===== src/rtl/core/hcbd_pkg.sv =====
`default_nettype none
// ----------------------------------------------------------------------------
// hcbd_pkg
// Types, character codes and helper functions shared by the chunked body
// decoder modules.
// ----------------------------------------------------------------------------
package hcbd_pkg;

    localparam logic [7:0]  C_CH_CR    = 8'h0D;
    localparam logic [7:0]  C_CH_LF    = 8'h0A;
    localparam logic [7:0]  C_CH_COLON = 8'h3A;
    localparam logic [7:0]  C_CH_DASH  = 8'h2D;
    localparam logic [7:0]  C_CH_UNDER = 8'h5F;
    localparam logic [7:0]  C_CH_0     = 8'h30;
    localparam logic [7:0]  C_CH_9     = 8'h39;
    localparam logic [7:0]  C_CH_UA    = 8'h41;
    localparam logic [7:0]  C_CH_UF    = 8'h46;
    localparam logic [7:0]  C_CH_UZ    = 8'h5A;
    localparam logic [7:0]  C_CH_LA    = 8'h61;
    localparam logic [7:0]  C_CH_LF_HEX = 8'h66;
    localparam logic [7:0]  C_CH_LZ    = 8'h7A;
    localparam logic [7:0]  C_HEX_TEN  = 8'd10;
    localparam logic [1:0]  C_SKIP_LEN = 2'd2;
    localparam logic [31:0] C_BODY_LIMIT_RST = 32'd1048576;

    typedef enum logic [1:0] {
        ST_OK    = 2'd0,
        ST_BAD   = 2'd1,
        ST_LARGE = 2'd2
    } t_status;

    typedef enum logic [5:0] {
        PH_SIZE  = 6'b000001,
        PH_DATA  = 6'b000010,
        PH_SKIP  = 6'b000100,
        PH_KEY   = 6'b001000,
        PH_VALUE = 6'b010000,
        PH_DONE  = 6'b100000
    } t_phase;

    typedef struct packed {
        logic [7:0] data_byte;
        logic       new_message;
    } t_item;

    // Returns {is_hex, nibble}.
    function automatic logic [4:0] f_hex(input logic [7:0] c);
        logic [7:0] v;
        logic       ok;
        v  = 8'd0;
        ok = 1'b0;
        if (c inside {[C_CH_0:C_CH_9]}) begin
            v  = c - C_CH_0;
            ok = 1'b1;
        end else if (c inside {[C_CH_UA:C_CH_UF]}) begin
            v  = c - C_CH_UA + C_HEX_TEN;
            ok = 1'b1;
        end else if (c inside {[C_CH_LA:C_CH_LF_HEX]}) begin
            v  = c - C_CH_LA + C_HEX_TEN;
            ok = 1'b1;
        end
        return {ok, v[3:0]};
    endfunction

    function automatic logic f_key_ok(input logic [7:0] c);
        return (c inside {C_CH_DASH, C_CH_UNDER, [C_CH_0:C_CH_9], [C_CH_UA:C_CH_UZ],
                          [C_CH_LA:C_CH_LZ]});
    endfunction

endpackage
`default_nettype wire


===== src/rtl/core/hcbd_in_if.sv =====
`default_nettype none
// ----------------------------------------------------------------------------
// hcbd_in_if
// Raw byte channel into the chunked body decoder.
// ----------------------------------------------------------------------------
interface hcbd_in_if;
    logic       valid;
    logic       ready;
    logic [7:0] data_byte;
    logic       new_message;

    modport source (output valid, output data_byte, output new_message, input ready);
    modport sink   (input valid, input data_byte, input new_message, output ready);
endinterface
`default_nettype wire


===== src/rtl/core/hcbd_out_if.sv =====
`default_nettype none
// ----------------------------------------------------------------------------
// hcbd_out_if
// Result channel of the chunked body decoder, one transaction per input byte.
// ----------------------------------------------------------------------------
interface hcbd_out_if;
    logic       valid;
    logic       ready;
    logic [7:0] body_byte;
    logic       body_valid;
    logic       done_res;
    logic [1:0] status;

    modport source (output valid, output body_byte, output body_valid, output done_res,
                    output status, input ready);
    modport sink   (input valid, input body_byte, input body_valid, input done_res,
                    input status, output ready);
endinterface
`default_nettype wire


===== src/rtl/core/hcbd_cfg_if.sv =====
`default_nettype none
// ----------------------------------------------------------------------------
// hcbd_cfg_if
// Write channel for the body limit register.
// ----------------------------------------------------------------------------
interface hcbd_cfg_if;
    logic        valid;
    logic        ready;
    logic [31:0] data;

    modport source (output valid, output data, input ready);
    modport sink   (input valid, input data, output ready);
endinterface
`default_nettype wire


===== src/rtl/core/hcbd_in_reg.sv =====
`default_nettype none
// ----------------------------------------------------------------------------
// hcbd_in_reg
// Input register stage; holds one accepted byte until the decoder takes it.
// ----------------------------------------------------------------------------
module hcbd_in_reg (
    input  wire logic            i_clk,
    input  wire logic            i_rst_n,
    hcbd_in_if.sink              i_in,
    input  wire logic            i_take,
    output logic                 o_vld,
    output hcbd_pkg::t_item      o_item
);
    import hcbd_pkg::*;

    logic  r_vld;
    t_item r_item;
    logic  accept;

    assign i_in.ready = !r_vld || i_take;
    assign accept     = i_in.valid && i_in.ready;

    always_ff @(posedge i_clk) begin
        if (!i_rst_n) begin
            r_vld <= 1'b0;
        end else if (accept) begin
            r_vld <= 1'b1;
        end else if (i_take) begin
            r_vld <= 1'b0;
        end
    end

    always_ff @(posedge i_clk) begin
        if (accept) begin
            r_item.data_byte   <= i_in.data_byte;
            r_item.new_message <= i_in.new_message;
        end
    end

    assign o_vld  = r_vld;
    assign o_item = r_item;
endmodule
`default_nettype wire


===== src/rtl/core/hcbd_engine.sv =====
`default_nettype none
// ----------------------------------------------------------------------------
// hcbd_engine
// Decoder state, body limit register and result register. One byte per
// cycle goes from input to result register unless a result waits untaken.
// ----------------------------------------------------------------------------
module hcbd_engine #(
    parameter int LENGTH_BITS = 32
) (
    input  wire logic            i_clk,
    input  wire logic            i_rst_n,
    input  wire logic            i_vld,
    input  wire hcbd_pkg::t_item i_item,
    output logic                 o_take,
    hcbd_cfg_if.sink             i_cfg,
    hcbd_out_if.source           o_res
);
    import hcbd_pkg::*;

    logic [31:0]            r_body_limit;
    t_phase                 r_phase,  n_phase,  cur_phase;
    logic [LENGTH_BITS-1:0] r_chunk,  n_chunk,  cur_chunk;
    logic [31:0]            r_total,  n_total,  cur_total;
    logic [1:0]             r_skip,   n_skip,   cur_skip;
    logic                   r_cr,     n_cr,     cur_cr;
    logic                   r_keynz,  n_keynz,  cur_keynz;
    logic                   r_digits, n_digits, cur_digits;
    t_status                r_err,    n_err,    cur_err;
    logic                   n_valid;
    logic [7:0]             c;
    logic [4:0]             hexv;
    logic                   nm;

    logic                   r_res_vld;
    logic [7:0]             r_body_byte;
    logic                   r_body_valid;
    logic                   r_done;
    t_status                r_status;

    assign o_take      = i_vld && (!r_res_vld || o_res.ready);
    assign i_cfg.ready = 1'b1;

    always_comb begin
        c    = i_item.data_byte;
        nm   = i_item.new_message;
        hexv = f_hex(c);

        cur_phase  = nm ? PH_SIZE : r_phase;
        cur_chunk  = nm ? '0      : r_chunk;
        cur_total  = nm ? '0      : r_total;
        cur_skip   = nm ? '0      : r_skip;
        cur_cr     = nm ? 1'b0    : r_cr;
        cur_keynz  = nm ? 1'b0    : r_keynz;
        cur_digits = nm ? 1'b0    : r_digits;
        cur_err    = nm ? ST_OK   : r_err;

        n_phase  = cur_phase;
        n_chunk  = cur_chunk;
        n_total  = cur_total;
        n_skip   = cur_skip;
        n_cr     = cur_cr;
        n_keynz  = cur_keynz;
        n_digits = cur_digits;
        n_err    = cur_err;
        n_valid  = 1'b0;

        case (cur_phase)
            PH_SIZE: begin
                if (cur_cr) begin
                    n_cr = 1'b0;
                    if (c != C_CH_LF || !cur_digits) begin
                        n_phase = PH_DONE;
                        n_err   = ST_BAD;
                    end else begin
                        n_digits = 1'b0;
                        if (cur_chunk == '0) begin
                            n_phase = PH_KEY;
                            n_keynz = 1'b0;
                        end else begin
                            n_phase = PH_DATA;
                        end
                    end
                end else if (c == C_CH_CR) begin
                    n_cr = 1'b1;
                end else if (!hexv[4]) begin
                    n_phase = PH_DONE;
                    n_err   = ST_BAD;
                end else if (cur_chunk[LENGTH_BITS-1:LENGTH_BITS-4] != 4'd0) begin
                    n_phase = PH_DONE;
                    n_err   = ST_LARGE;
                end else begin
                    n_chunk  = {cur_chunk[LENGTH_BITS-5:0], hexv[3:0]};
                    n_digits = 1'b1;
                end
            end
            PH_DATA: begin
                if (cur_total >= r_body_limit) begin
                    n_phase = PH_DONE;
                    n_err   = ST_LARGE;
                end else begin
                    n_total = cur_total + 32'd1;
                    n_valid = 1'b1;
                    n_chunk = cur_chunk - LENGTH_BITS'(1);
                    if (cur_chunk == LENGTH_BITS'(1)) begin
                        n_phase = PH_SKIP;
                        n_skip  = C_SKIP_LEN;
                    end
                end
            end
            PH_SKIP: begin
                n_skip = cur_skip - 2'd1;
                if (n_skip == 2'd0) begin
                    n_phase  = PH_SIZE;
                    n_cr     = 1'b0;
                    n_digits = 1'b0;
                end
            end
            PH_KEY, PH_VALUE: begin
                if (cur_cr && c == C_CH_LF) begin
                    n_cr = 1'b0;
                    if (cur_phase == PH_KEY) begin
                        if (cur_keynz) begin
                            n_phase = PH_DONE;
                            n_err   = ST_BAD;
                        end else begin
                            n_phase = PH_DONE;
                        end
                    end else begin
                        n_phase = PH_KEY;
                        n_keynz = 1'b0;
                    end
                end else if (cur_cr && cur_phase == PH_KEY) begin
                    n_cr    = 1'b0;
                    n_phase = PH_DONE;
                    n_err   = ST_BAD;
                end else begin
                    n_cr = 1'b0;
                    if (c == C_CH_CR) begin
                        n_cr = 1'b1;
                    end else if (cur_phase == PH_KEY) begin
                        if (c == C_CH_COLON) begin
                            if (cur_keynz) begin
                                n_phase = PH_VALUE;
                            end else begin
                                n_phase = PH_DONE;
                                n_err   = ST_BAD;
                            end
                        end else if (!f_key_ok(c)) begin
                            n_phase = PH_DONE;
                            n_err   = ST_BAD;
                        end else begin
                            n_keynz = 1'b1;
                        end
                    end
                end
            end
            default: begin
                n_phase = PH_DONE;
            end
        endcase
    end

    always_ff @(posedge i_clk) begin
        if (!i_rst_n) begin
            r_body_limit <= C_BODY_LIMIT_RST;
        end else if (i_cfg.valid) begin
            r_body_limit <= i_cfg.data;
        end
    end

    always_ff @(posedge i_clk) begin
        if (!i_rst_n) begin
            r_phase  <= PH_SIZE;
            r_chunk  <= '0;
            r_total  <= '0;
            r_skip   <= '0;
            r_cr     <= 1'b0;
            r_keynz  <= 1'b0;
            r_digits <= 1'b0;
            r_err    <= ST_OK;
        end else if (o_take) begin
            r_phase  <= n_phase;
            r_chunk  <= n_chunk;
            r_total  <= n_total;
            r_skip   <= n_skip;
            r_cr     <= n_cr;
            r_keynz  <= n_keynz;
            r_digits <= n_digits;
            r_err    <= n_err;
        end
    end

    always_ff @(posedge i_clk) begin
        if (!i_rst_n) begin
            r_res_vld <= 1'b0;
        end else if (o_take) begin
            r_res_vld <= 1'b1;
        end else if (o_res.ready) begin
            r_res_vld <= 1'b0;
        end
    end

    always_ff @(posedge i_clk) begin
        if (o_take) begin
            r_body_byte  <= n_valid ? c : 8'd0;
            r_body_valid <= n_valid;
            r_done       <= (n_phase == PH_DONE);
            r_status     <= n_err;
        end
    end

    assign o_res.valid      = r_res_vld;
    assign o_res.body_byte  = r_body_byte;
    assign o_res.body_valid = r_body_valid;
    assign o_res.done_res   = r_done;
    assign o_res.status     = r_status;
endmodule
`default_nettype wire


===== src/rtl/core/http_chunked_body_decoder_unit.sv =====
`default_nettype none
// ----------------------------------------------------------------------------
// http_chunked_body_decoder_unit
// Decodes an HTTP/1.1 chunked body one byte per transaction.
// ----------------------------------------------------------------------------
// The block takes one raw byte per cycle while the result side is ready and
// returns exactly one result transaction per byte. A byte passes from an
// input register through the decoder state update into a result register,
// so a new byte is taken while the previous result still waits to be taken.
// The body limit may be written at any time the block is idle; no clearing
// pass follows reset.
module http_chunked_body_decoder_unit #(
    parameter int LENGTH_BITS = 32
) (
    input  wire logic   i_clk,
    input  wire logic   i_rst_n,
    hcbd_in_if.sink     i_in,
    hcbd_cfg_if.sink    i_cfg,
    hcbd_out_if.source  o_res
);
    import hcbd_pkg::*;

    logic  stage_vld;
    t_item stage_item;
    logic  take;

    hcbd_in_reg u_in_reg (
        .i_clk   (i_clk),
        .i_rst_n (i_rst_n),
        .i_in    (i_in),
        .i_take  (take),
        .o_vld   (stage_vld),
        .o_item  (stage_item)
    );

    hcbd_engine #(
        .LENGTH_BITS (LENGTH_BITS)
    ) u_engine (
        .i_clk   (i_clk),
        .i_rst_n (i_rst_n),
        .i_vld   (stage_vld),
        .i_item  (stage_item),
        .o_take  (take),
        .i_cfg   (i_cfg),
        .o_res   (o_res)
    );

    a_payload_not_done: assert property (@(posedge i_clk) disable iff (!i_rst_n)
        (o_res.valid && o_res.body_valid) |-> (!o_res.done_res && o_res.status == ST_OK))
        else $error("Payload byte reported on a finished body.");

    a_byte_zero: assert property (@(posedge i_clk) disable iff (!i_rst_n)
        (o_res.valid && !o_res.body_valid) |-> (o_res.body_byte == 8'd0))
        else $error("Body byte is not zero outside payload.");

    a_error_done: assert property (@(posedge i_clk) disable iff (!i_rst_n)
        (o_res.valid && !o_res.done_res) |-> (o_res.status == ST_OK))
        else $error("Error status without done.");

    a_result_after_take: assert property (@(posedge i_clk) disable iff (!i_rst_n)
        take |=> o_res.valid)
        else $error("Decoded byte produced no result transaction.");
endmodule
`default_nettype wire


===== src/flat_wrapper.sv =====
// flat-port wrapper written by rule: the top's interface ports become plain ports
module http_chunked_body_decoder_unit_flat import hcbd_pkg::*;
#(
    parameter int LENGTH_BITS = 32
)
  (i_clk, i_rst_n, i_in_valid, i_in_data_byte, i_in_new_message, i_in_ready, i_cfg_valid, i_cfg_data, i_cfg_ready, o_res_valid, o_res_body_byte, o_res_body_valid, o_res_done_res, o_res_status, o_res_ready);
  hcbd_in_if i_in_i ();
  hcbd_cfg_if i_cfg_i ();
  hcbd_out_if o_res_i ();
  input  wire logic i_clk;
  input  wire logic i_rst_n;
  input wire logic [$bits(i_in_i.valid)-1:0] i_in_valid;
  input wire logic [$bits(i_in_i.data_byte)-1:0] i_in_data_byte;
  input wire logic [$bits(i_in_i.new_message)-1:0] i_in_new_message;
  output wire logic [$bits(i_in_i.ready)-1:0] i_in_ready;
  input wire logic [$bits(i_cfg_i.valid)-1:0] i_cfg_valid;
  input wire logic [$bits(i_cfg_i.data)-1:0] i_cfg_data;
  output wire logic [$bits(i_cfg_i.ready)-1:0] i_cfg_ready;
  output wire logic [$bits(o_res_i.valid)-1:0] o_res_valid;
  output wire logic [$bits(o_res_i.body_byte)-1:0] o_res_body_byte;
  output wire logic [$bits(o_res_i.body_valid)-1:0] o_res_body_valid;
  output wire logic [$bits(o_res_i.done_res)-1:0] o_res_done_res;
  output wire logic [$bits(o_res_i.status)-1:0] o_res_status;
  input wire logic [$bits(o_res_i.ready)-1:0] o_res_ready;
  assign i_in_i.valid = i_in_valid;
  assign i_in_i.data_byte = i_in_data_byte;
  assign i_in_i.new_message = i_in_new_message;
  assign i_in_ready = i_in_i.ready;
  assign i_cfg_i.valid = i_cfg_valid;
  assign i_cfg_i.data = i_cfg_data;
  assign i_cfg_ready = i_cfg_i.ready;
  assign o_res_valid = o_res_i.valid;
  assign o_res_body_byte = o_res_i.body_byte;
  assign o_res_body_valid = o_res_i.body_valid;
  assign o_res_done_res = o_res_i.done_res;
  assign o_res_status = o_res_i.status;
  assign o_res_i.ready = o_res_ready;
  http_chunked_body_decoder_unit #(.LENGTH_BITS(LENGTH_BITS)) u_core (.i_clk(i_clk), .i_rst_n(i_rst_n), .i_in(i_in_i), .i_cfg(i_cfg_i), .o_res(o_res_i));
endmodule

===== config.mk =====
export PLATFORM = sky130hd
export DESIGN_NAME = http_chunked_body_decoder_unit_flat
export DESIGN_NICKNAME = d
export VERILOG_FILES = /design/src/rtl/core/hcbd_pkg.sv /design/src/rtl/core/hcbd_in_if.sv /design/src/rtl/core/hcbd_out_if.sv /design/src/rtl/core/hcbd_cfg_if.sv /design/src/rtl/core/hcbd_in_reg.sv /design/src/rtl/core/hcbd_engine.sv /design/src/rtl/core/http_chunked_body_decoder_unit.sv /design/src/flat_wrapper.sv
export SDC_FILE = /design/constraint.sdc
export NUM_CORES = 1
export LEC_CHECK = 0
export BUFFER_PORTS_ARGS = -buffer_cell sky130_fd_sc_hd__buf_2
export CAP_MARGIN = 10
export CORE_MARGIN = 2
export CORE_UTILIZATION = 38
export CTS_CLUSTER_SIZE = 12
export DETAILED_ROUTE_END_ITERATION = 12
export MAX_ROUTING_LAYER = met4
export PLACE_DENSITY = 0.55
export SYNTH_ARGS = -nofsm -noshare
export SYNTH_HDL_FRONTEND = slang
export SYNTH_SLANG_ARGS = --single-unit

===== constraint.sdc =====
create_clock -name i_clk -period 5.55 [get_ports i_clk]
set_input_delay 0.8325 -clock i_clk [delete_from_list [all_inputs] [get_ports i_clk]]
set_output_delay 0.8325 -clock i_clk [all_outputs]
set_load 0.01 [all_outputs]

==> impl_results.md <==
* Synth Area in Simple Gates at 28.0%
* IO buf count at roughly 60
* Post-Syn Area per Cell at ~7.9 µm²
* Final #Nets at 1226
* Initial antenna violation count at 1
* I/O Pins at 61
* First-pass GRT wire length at between 40 and 50 mm
* CP Buf/Inv Count at 4
* Primary FF master, synth: dfxtp_1
* Gpl congestion at 0.872
* Max transition margin at ~26%
* Async SR Flop Fraction at 0%
* Metal2 WL at approximately 12 mm
* DIE AREA at 0.0246 mm²
* Worst r2r dst: u_core.u_engine.o_res.status[0]
* Seq/Total Area, Yosys at 32.1%
* Initial Util at 39.0%
* Multi-input gate area at 0.00549 mm²
* Pin count of the biggest net entering global routing at 57
* Leak at between 3 and 4 nW
* DRT iter0 DRCs at 759
* Core region area at 0.0228 mm²
* Max cap viols at 0
* Clk buf depth at 2
* CP arrival at 4350 ps
* Part of the cycle the worst path needs at 75.6%
* Top Layer Used: met4
* Die Y at 157 µm
* CP top delay family: simple AND/OR/NAND/NOR gates
* Setup repair after global routing missed its margin: no
* Post-synth cell types at 81
* Max VDD drop at 0.000200 V
* Clock Latency Late Sink at about 430 ps
* Final hold vios at 0
* Yosys top cell area share at 25.0%
* Setup Skew at between 10 and 15 ps
* Syn Nets at 1216
* Cells along the critical path: buf_4 > clkinv_1 > nand2_1 > inv_1 > ha_1 > nand2_1 > nor4_1 > or4b_1 > a31o_2 > nand3_1 > inv_1 > o21ai_0 > nand3_1
* Antenna diodes at 0
* Register area at 0.00285 mm²
* Reg2reg setup slack at 1360 ps
* Worst Hold Endpoint: u_core.u_engine.r_total[1]
* HPWL after DPL at 18.8 mm
* Wire length on met3 at 1.67 mm
* Vias in the first global route at between 7000 and 8000
* Synth area leader: dfxtp_1
* ANT nets after route at 0
* DRC at 0
* Clk Tree Root Cell: clkbuf_16
* Total congestion overflow at 0
* Cts repair resizes at 0
* Aggregate negative setup slack at 0 ps
* Xor/xnor share of the synthesized area at 0.985%
* CP peak stage delay at roughly 550 ps
* Adder-Cell Fraction of Synth Area at between 5 and 6%
* Compound-cell area share of the yosys netlist at 21.0%
* EDFF count, synth at 21
* Largest family of logic cells by synthesized area: simple AND/OR/NAND/NOR gates
* Actual slew at the worst max-slew pin at 1110 ps
* Dpl cell area at 0.00935 mm²
* Slew Limit Fails at 0
* CTS tree: built
* CTS hold repair buffers at 0
* Post-route cell area at 0.00995 mm²
* Detailed Route WL at about 28 mm
* Most frequent cells in the layout: dfxtp_1, nor2_1, nand2_1
* FILL cells at around 2300
* Crit start category: flip-flop
* First-pass DRT Iterations at 5
* Cell Pwr Density at ~260 mW/mm²
* Mapped Area at just under 0.009 mm²
* Detailed-route vias per instance at 5.94
* Die Wd at around 160 µm
* Final setup viols at 0
* Rows at 55
* Mapped Cells at about 1100
* WL met1 at approximately 13 mm
* Post-synthesis mux area share at 6.11%
* CTS buffer count at 17
* DR WL/cell at ~19 µm
* Type of the most critical hold path: reg -> reg
* Warnings, synthesis at 0
* Min-delay src: u_core.u_engine.r_total[1]
* CP endpoint kind: flip-flop
* Post-synthesis register bit count at 132
* Worst Path Required at 5700 ps
* Htree depth at 4
* GRT Total Usage at 23.4%
* Crit path max fanout at 22
* Synth area leaders: dfxtp_1, edfxtp_1, mux2i_1
* Post-layout min period at 4190 ps
* Worst reg-to-reg path cell count at 13
* Vias at 8714
* Hold Path Stages at 2
* Reg clk slew, reported paths at ~60 ps
* Share of layout cells above drive strength 1 at a little under an eighth
* Clock sinks at 132
* Area Growth Syn to Fin at 12.0%
* Crit path kind: reg -> reg
* Status: completed
* FF-to-FF Start: u_core.u_in_reg.o_item[0]
* Slowest CP cell: or4b_1
* Commonest non-fill, non-tap cell in the layout: dfxtp_1
* Setup bufs post-CTS at 0
* F_max at 238 MHz
## synthesized netlist by cell type (18+ instances only)
master and n:
nor2b_1 43, inv_1 48, ha_1 40, nand4_1 27
mux2i_1 52, nor4_1 34, nand2_1 103, a31oi_1 18
dfxtp_1 111, nor2_1 109, o21ai_0 64, nor3_1 39
clkbuf_1 68, edfxtp_1 21, a21oi_1 57, nand3_1 48
## through the flow
stage | util, % | hold slack [ps] | instances | setup slack, ps | total power [mW]
2_1_floorplan | - | 440 | 1130 | 1170 | 1.28
3_3_place_gp | 41.0 | 459 | 1434 | 1520 | 1.38
3_5_place_dp | 41.0 | 464 | 1434 | 1390 | 1.38
4_1_cts | 43.7 | 473 | 1466 | 1350 | 2.56
5_1_grt | 43.7 | 495 | 1466 | 1060 | 2.65
6_report | 43.7 | 475 | 1466 | 1360 | 2.54
## worst reg2reg max path: cells and delay by family (launching register included)
kind / cells / cell delay [ps]
buf+inv: 4 / 970
flops: 1 / 480
compound gates: 2 / 650
fa+ha+maj: 1 / 270
simple gates: 6 / 1550
## where the power goes
part	total (mW)	switching, mW	internal, mW
Combinational	0.331	0.218	0.113
Clock	1.18	0.472	0.709
Sequential	1.03	0.0301	1.00
Total	2.54	0.720	1.83
## metal layers
layer	track usage (%)	vias up
met5	-	-
met4	6.51	0
met3	3.11	40
met2	34.8	358
met1	33.2	4100
li1	-	4216
## how the worst max path moves through the flow
stage / from / to / slack [ps] / cells past startpoint
finish: u_core.u_in_reg.o_item[0] / u_core.u_engine.o_res.status[0] / 1360 / 13
global route: u_core.u_in_reg.o_item[0] / u_core.u_engine.o_res.status[0] / 1060 / 13
CTS: u_core.u_in_reg.o_item[0] / u_core.u_engine.o_res.status[0] / 1350 / 13
detailed placement: u_core.u_in_reg.o_item[0] / u_core.u_engine.o_res.status[0] / 1390 / 13
global placement: u_core.u_in_reg.o_item[0] / u_core.u_engine.o_res.status[0] / 1520 / 13
floorplan: u_core.u_in_reg.o_item[0] / u_core.u_engine.o_res.status[0] / 1170 / 17
## cells by family after synthesis
kind of cell    after synthesis
compound gates              278
xor+xnor                     10
fa+ha+maj                    40
buf+inv                     135
flops                       132
mux                          54
other cells                   1
simple gates                480
## final cells by class
class	count	area share [%]
well taps	313	3.94
multi-input cells	863	55.2
repair buffers	76	4.25
inverters	50	1.89
flip-flops and latches	132	28.7
clock inverters	15	1.77
clock buffers	17	4.28
## flip-flops by register name, summed over array words and instances, names as in the netlist, 2 cells and up
register                         count
u_core.u_engine.r_total             32
u_core.u_engine.o_res.status         2
u_core.u_engine.r_body_limit        32
u_core.u_engine.o_res.body_byte      8
u_core.u_engine.r_skip               2
u_core.u_engine.r_err                2
u_core.u_engine.r_chunk             32
u_core.u_engine.r_phase              6
u_core.u_in_reg.o_item               9
Power figures use the tool's default switching activity.
